==> config.mk <==
export PLATFORM = sky130hd
export DESIGN_NAME = unique_value_set_table_top
export DESIGN_NICKNAME = d
export VERILOG_FILES = /design/src/hw/rtl/uvst_pkg.sv /design/src/hw/rtl/uvst_cell.sv /design/src/hw/rtl/unique_value_set_table_top.sv
export VERILOG_INCLUDE_DIRS = /design/src /design/src/hw/rtl
export SDC_FILE = /design/constraint.sdc
export NUM_CORES = 2
export LEC_CHECK = 0
export CAP_MARGIN = 20
export CORE_MARGIN = 2
export CORE_UTILIZATION = 25
export DETAILED_ROUTE_END_ITERATION = 8
export DONT_BUFFER_PORTS = 1
export PLACE_DENSITY = 0.45
export SYNTH_ARGS = -nofsm -noshare
export SYNTH_HDL_FRONTEND = slang
export SYNTH_HIERARCHICAL = 1
export SYNTH_SLANG_ARGS = --single-unit
==> constraint.sdc <==
create_clock -name aclk -period 13.9 [get_ports aclk]
set_clock_uncertainty 0.2 [all_clocks]
set_input_delay 0.695 -clock aclk [delete_from_list [all_inputs] [get_ports aclk]]
set_output_delay 0.695 -clock aclk [all_outputs]
set_load 0.02 [all_outputs]
==> src/hw/rtl/assert_macros.svh <==
// assertion macros used by the rtl top level
`ifndef ASSERT_MACROS_SVH
`define ASSERT_MACROS_SVH

// same-cycle implication checked on every rising clock edge out of reset
`define ASSERT_SAME(label, clk, rst_n, ante, cons) \
    label: assert property (@(posedge clk) disable iff (!rst_n) (ante) |-> (cons)) \
        else $error("assertion failed");

// next-cycle implication checked on every rising clock edge out of reset
`define ASSERT_NEXT(label, clk, rst_n, ante, cons) \
    label: assert property (@(posedge clk) disable iff (!rst_n) (ante) |=> (cons)) \
        else $error("assertion failed");

`endif

==> src/hw/rtl/uvst_pkg.sv <==
// types and codes for the unique value set table
`timescale 1ns / 1ps

package uvst_pkg;

    localparam logic [1:0] OP_LOOKUP = 2'd0;
    localparam logic [1:0] OP_INSERT = 2'd1;
    localparam logic [1:0] OP_REMOVE = 2'd2;

    localparam logic [1:0] ST_DONE    = 2'd0;
    localparam logic [1:0] ST_MISSING = 2'd1;
    localparam logic [1:0] ST_FULL    = 2'd2;
    localparam logic [1:0] ST_PRESENT = 2'd3;

    localparam int unsigned VALUE_W = 32;
    localparam int unsigned COUNT_W = 5;

    // search token moving along the cell chain
    typedef struct packed {
        logic               valid;
        logic               hit;
        logic [VALUE_W-1:0] key;
        logic [VALUE_W-1:0] last;
    } uvst_link_t;

    // entry write broadcast to every cell
    typedef struct packed {
        logic               en;
        logic [VALUE_W-1:0] data;
    } uvst_wr_t;

endpackage

==> src/hw/rtl/uvst_cell.sv <==
// one table slot: holds an entry and forwards the search token
`timescale 1ns / 1ps

module uvst_cell #(
    parameter int unsigned IDX   = 0,
    parameter int unsigned IDX_W = 4,
    parameter int unsigned CNT_W = 5
) (
    input  logic                aclk,
    input  logic                aresetn,
    input  logic [CNT_W-1:0]    count,
    input  uvst_pkg::uvst_wr_t  wr,
    input  logic [IDX_W-1:0]    wr_idx,
    input  uvst_pkg::uvst_link_t link_in,
    input  logic [IDX_W-1:0]    slot_in,
    output uvst_pkg::uvst_link_t link_out,
    output logic [IDX_W-1:0]    slot_out
);
    import uvst_pkg::*;

    localparam logic [IDX_W-1:0] MY_IDX  = IDX_W'(IDX);
    localparam logic [CNT_W-1:0] MY_POS  = CNT_W'(IDX);
    localparam logic [CNT_W-1:0] MY_NEXT = CNT_W'(IDX + 1);

    logic [VALUE_W-1:0] entry_reg;
    logic               valid_reg;
    logic               hit_reg;
    logic [VALUE_W-1:0] key_reg;
    logic [VALUE_W-1:0] last_reg;
    logic [IDX_W-1:0]   slot_reg;
    logic               occupied;
    logic               match;
    logic               hit_next;
    logic [IDX_W-1:0]   slot_next;
    logic [VALUE_W-1:0] last_next;

    assign occupied  = MY_POS < count;
    assign match     = occupied && (entry_reg == link_in.key);
    assign hit_next  = link_in.hit | match;
    assign slot_next = link_in.hit ? slot_in : MY_IDX;
    assign last_next = (MY_NEXT == count) ? entry_reg : link_in.last;

    always_ff @(posedge aclk) begin
        if (!aresetn) begin
            valid_reg <= 1'b0;
        end else begin
            valid_reg <= link_in.valid;
        end
    end

    always_ff @(posedge aclk) begin
        hit_reg  <= hit_next;
        key_reg  <= link_in.key;
        last_reg <= last_next;
        slot_reg <= slot_next;
        if (wr.en && (wr_idx == MY_IDX)) begin
            entry_reg <= wr.data;
        end
    end

    assign link_out.valid = valid_reg;
    assign link_out.hit   = hit_reg;
    assign link_out.key   = key_reg;
    assign link_out.last  = last_reg;
    assign slot_out       = slot_reg;

endmodule

==> src/hw/rtl/unique_value_set_table_top.sv <==
// top level of the unique value set table
`timescale 1ns / 1ps

// Bounded set of distinct 32-bit values. Each transfer on s_ is a lookup,
// insert or remove; each yields one transfer on m_ with a status and the new
// count. The search token walks a chain of CAPACITY cells, one cell per cycle,
// and the result is registered from the tail; no new input is taken while a
// search is under way. The next input may be taken in the same cycle a waiting
// result is transferred.

`include "assert_macros.svh"

module unique_value_set_table_top #(
    parameter int unsigned CAPACITY = 16
) (
    input  logic               aclk,
    input  logic               aresetn,
    input  logic               s_valid,
    output logic               s_ready,
    input  logic [1:0]         s_op,
    input  logic signed [31:0] s_value,
    output logic               m_valid,
    input  logic               m_ready,
    output logic [1:0]         m_status,
    output logic [4:0]         m_count
);
    import uvst_pkg::*;

    localparam int unsigned IDX_W = (CAPACITY > 1) ? $clog2(CAPACITY) : 1;
    localparam int unsigned CNT_W = $clog2(CAPACITY + 1);
    localparam logic [CNT_W-1:0] CAP_CNT = CNT_W'(CAPACITY);

    typedef enum logic [1:0] {
        S_IDLE   = 2'b01,
        S_SEARCH = 2'b10
    } state_t;

    state_t             state_reg, state_next;
    logic [1:0]         op_reg;
    logic [CNT_W-1:0]   count_reg, count_next;
    logic               m_valid_reg, m_valid_next;
    logic [1:0]         m_status_reg, m_status_next;
    logic [4:0]         m_count_reg, m_count_next;
    logic [31:0]        count_ext;
    logic               s_fire;
    logic               finish;
    uvst_wr_t           wr;
    logic [IDX_W-1:0]   wr_idx;
    uvst_link_t         link [0:CAPACITY];
    logic [IDX_W-1:0]   slot_link [0:CAPACITY];
    uvst_link_t         tail;

    assign s_ready = (state_reg == S_IDLE) && (!m_valid_reg || m_ready);
    assign s_fire  = s_valid && s_ready;

    assign link[0].valid = s_fire;
    assign link[0].hit   = 1'b0;
    assign link[0].key   = $unsigned(s_value);
    assign link[0].last  = '0;
    assign slot_link[0]  = '0;

    for (genvar g = 0; g < CAPACITY; g++) begin : g_cell
        uvst_cell #(
            .IDX   (g),
            .IDX_W (IDX_W),
            .CNT_W (CNT_W)
        ) u_cell (
            .aclk     (aclk),
            .aresetn  (aresetn),
            .count    (count_reg),
            .wr       (wr),
            .wr_idx   (wr_idx),
            .link_in  (link[g]),
            .slot_in  (slot_link[g]),
            .link_out (link[g+1]),
            .slot_out (slot_link[g+1])
        );
    end

    assign tail   = link[CAPACITY];
    assign finish = (state_reg == S_SEARCH) && tail.valid;

    always_comb begin
        state_next    = state_reg;
        count_next    = count_reg;
        m_valid_next  = m_valid_reg;
        m_status_next = m_status_reg;
        wr.en         = 1'b0;
        wr.data       = tail.key;
        wr_idx        = count_reg[IDX_W-1:0];
        if (m_valid_reg && m_ready) begin
            m_valid_next = 1'b0;
        end
        unique case (state_reg)
            S_IDLE: begin
                if (s_fire) begin
                    state_next = S_SEARCH;
                end
            end
            S_SEARCH: begin
                if (tail.valid) begin
                    state_next   = S_IDLE;
                    m_valid_next = 1'b1;
                    unique case (op_reg)
                        OP_INSERT: begin
                            if (count_reg >= CAP_CNT) begin
                                m_status_next = ST_FULL;
                            end else if (tail.hit) begin
                                m_status_next = ST_PRESENT;
                            end else begin
                                wr.en         = 1'b1;
                                count_next    = count_reg + CNT_W'(1);
                                m_status_next = ST_DONE;
                            end
                        end
                        OP_REMOVE: begin
                            if (tail.hit) begin
                                wr.en         = 1'b1;
                                wr.data       = tail.last;
                                wr_idx        = slot_link[CAPACITY];
                                count_next    = count_reg - CNT_W'(1);
                                m_status_next = ST_DONE;
                            end else begin
                                m_status_next = ST_MISSING;
                            end
                        end
                        default: begin
                            m_status_next = tail.hit ? ST_DONE : ST_MISSING;
                        end
                    endcase
                end
            end
            default: begin
                state_next = S_IDLE;
            end
        endcase
    end

    assign count_ext    = 32'(count_next);
    assign m_count_next = count_ext[4:0];

    always_ff @(posedge aclk) begin
        if (!aresetn) begin
            state_reg   <= S_IDLE;
            count_reg   <= '0;
            m_valid_reg <= 1'b0;
        end else begin
            state_reg   <= state_next;
            count_reg   <= count_next;
            m_valid_reg <= m_valid_next;
        end
    end

    always_ff @(posedge aclk) begin
        if (s_fire) begin
            op_reg <= s_op;
        end
        if (finish) begin
            m_status_reg <= m_status_next;
            m_count_reg  <= m_count_next;
        end
    end

    assign m_valid  = m_valid_reg;
    assign m_status = m_status_reg;
    assign m_count  = m_count_reg;

    `ASSERT_SAME(a_count_bound, aclk, aresetn, 1'b1, count_reg <= CAP_CNT)
    `ASSERT_SAME(a_tail_in_search, aclk, aresetn, tail.valid, state_reg == S_SEARCH)
    `ASSERT_NEXT(a_accept_clears_out, aclk, aresetn, s_fire, (state_reg == S_SEARCH) && !m_valid_reg)
    `ASSERT_NEXT(a_finish_shows_result, aclk, aresetn, finish, m_valid_reg && (state_reg == S_IDLE))

endmodule

==> flow_summary_export.csv <==
group,metric,value,unit
routing,via_per_inst,3.62,
cells_and_area,layout_commonest_cell,"dfxtp_1",
yosys,yosysWarnings,6,
pwr,combinationalPowerShare,0.028,
timing,setup_viol,0,
floorplan,start_util,0.251,
global_routing,grt_pass1_wl,176,mm
yosys,syn_inst,3220,
pwr,total_power,9.85,mW
job,maxCapViolCount,0,
critical_path,path_cells,"inv_1 > ha_1 > nand2_1 > nor2_4 > buf_4 > mux2_2 > nand4b_1 > nor2_4",
yosys,yosysTopAreaCellShare,0.420,
cts,root_buffer,"clkbuf_16",
critical_path,cp.required,14090,ps
yosys,yosysTopAreaCell,"dfxtp_1",
routing,dr_total_vias,23100,
yosys,synth_edf_count,521,
yosys,dominantRegCellSynth,"dfxtp_1",
critical_path,timing_worst_setup_path_type,"reg2reg",
global_routing,grt_pass1_vias,24600,
routing,drcViolationCount,0,
placement,placed_area,0.0569,mm²
placement,portBuffers,0,
pwr,p_int,7.84,mW
timing,rsz0062_at_grt,"no",
placement,dp_hpwl,91.9,mm
floorplan,coreArea,0.214,mm²
floorplan,die_h,468,µm
timing,setup_ws,10030,ps
global_routing,grt_overflow,0,
global_routing,grtUsageTotal,0.111,
critical_path,rrSetupSlack,10030,ps
routing,wire_per_inst,19.2,µm
floorplan,die_w,468,µm
cells_and_area,syn2layout_area_growth,16.5,%
pwr,ir_drop,0.112,mV
critical_path,worstSetupStartpointType,"register",
global_routing,antenna_found_initial,0,
timing,tns,0,ps
critical_path,path_buf_inv,2,
critical_path,crit_family,"simple AND/OR/NAND/NOR gates",
global_routing,grt_max_degree,39,
timing,maxSlewHeadroom,0.245,
cells_and_area,most-common-layout-cells,"dfxtp_1, edfxtp_1, xnor2_1, mux2_4, mux2_2",
cts,clockBufferDepth,3,
timing,fmax,258,MHz
pwr,pwr-share-clk,0.441,
cts,clk_pin_slew_worst_paths,60,ps
yosys,syn_area,0.0537,mm²
pwr,p_leak,22.9,nW
cts,post_cts_resized,0,
yosys,seq_area_frac_synth,0.711,
routing,dr.pass1.iters,5,
critical_path,cpPeakStageDelay,720,ps
floorplan,die-area,0.219,mm²
critical_path,crit_slowest_cell,"nor2_4",
cts,cts_buffers,163,
pwr,p_seq_frac,0.531,
floorplan,num_rows,170,
cells_and_area,n_fill_cell,21300,
cts,clk_latency,770,ps
critical_path,cp_data_arrival_time,4060,ps
yosys,synth.avg_cell_area,16.7,µm²
yosys,async_flop_share,0,
timing,hold_viol_final,0,
status,status,"complete, no violations",
cells_and_area,final_nets,3447,
critical_path,cp-end-kind,"register",
pwr,p_sw,2.01,mW
yosys,synth_area_leaders,"dfxtp_1, edfxtp_1, mux2_4",
timing,min_period_over_period,0.279,
routing,wl,122,mm
routing,antenna_left,0,
critical_path,crit_top_cell,"nor2_4",
cts,cts_setup_buffers,0,
timing,finalCriticalPeriod,3870,ps
placement,pre_cts_ws,10020,ps
pwr,p_per_area,157,mW/mm²
pwr,switching_share,0.204,
yosys,synth-seq-cells,1649,
yosys,ys_types,69,
timing,whs,80.7,ps
cells_and_area,final_area,0.0626,mm²
placement,gp_congestion,0.824,
cts,htreeDepth,4,
hold_path,hold_path.class,"in2reg",
floorplan,io_pins,47,
cells_and_area,drive_above_1_share,0.244,
cts,cts_tree,"done",
timing,maxSlewViolCount,0,
critical_path,path_max_fanout,38,
cts,clkSinkCount,1649,
routing,drt_iter0_markers,1053,
timing,worstMarginPinSlew,1120,ps
-- power groups by stage --
stage          combinational [mW]  clock, mW  sequential (mW)
6_report                    0.279       4.34             5.23
2_1_floorplan               0.190          0             5.29
3_3_place_gp                0.273          0             5.34
3_5_place_dp                0.274          0             5.34
5_1_grt                     0.299       4.67             5.25
4_1_cts                     0.288       4.47             5.23
-- cell type report --
class / count / area, µm² / share of cell area
multi-input combinational: 1512 / 14800 / 0.237
sequential: 1649 / 38200 / 0.611
inverter: 10 / 37.5 / 0.000600
clock inverter: 56 / 512 / 0.00817
tap: 2838 / 3550 / 0.0567
clock buffer: 246 / 4820 / 0.0770
antenna: 2 / 5.00 / 0.0000799
timing repair buffer: 69 / 621 / 0.00991
-- cells in the mapped netlist (all sizes together) (4+ instances only) --
cell,count
a31o,6
a31oi,4
ha,4
a21oi,12
nor2,25
xor2,72
nand2b,37
nand4b,8
and2,52
nand4,111
inv,10
buf,88
nor3,20
nand2,25
nand3,7
a41o,10
nor4,45
mux2,545
xnor2,439
dfxtp,1128
o21ai,8
edfxtp,521
-- worst paths after layout --
path	start	to	depth (start not counted)
min	s_valid	op_reg[0]	1
max reg2reg	op_reg[0]	g_cell[6].u_cell/entry_reg[18]	8
max	op_reg[0]	g_cell[6].u_cell/entry_reg[18]	8
min reg2reg	g_cell[11].u_cell/key_reg[8]	g_cell[12].u_cell/key_reg[8]	0
-- layer usage --
| metal | up-vias | GRT usage | routed length [µm] |
|---|---|---|---|
| met5 | - | 0 | 0 |
| met4 | 0 | 0.0478 | 4680 |
| met3 | 191 | 0.0217 | 4200 |
| met2 | 360 | 0.182 | 56700 |
| met1 | 10900 | 0.142 | 56800 |
| li1 | 11700 | - | - |
-- what timing repair did --
item,in CTS,in global routing
hold buffers,36,0
endpoints found under the setup margin,0,0
endpoints found under the hold margin,58,0
-- logic make-up (layout without fill, tap and decap cells) --
logic type | count (synthesis) | after routing | share of synthesized area
DFF | 1649 | 1649 | 0.711
muxes | 545 | 545 | 0.135
xor gates and xnor gates | 511 | 511 | 0.0833
and+or+nand+nor | 357 | 357 | 0.0441
buffers and inverters | 99 | 381 | 0.0176
AOI/OAI and AO/OA | 54 | 54 | 0.00761
adders and majority gates | 4 | 4 | 0.000931
other | 1 | 43 | 0.0000698
-- through the flow --
stage,cells,util
2_1_floorplan,3260,-
3_3_place_gp,6041,0.266
3_5_place_dp,6041,0.266
4_1_cts,6379,0.292
5_1_grt,6380,0.292
6_report,6382,0.292
Note: power is estimated with default switching activity, not from simulation.
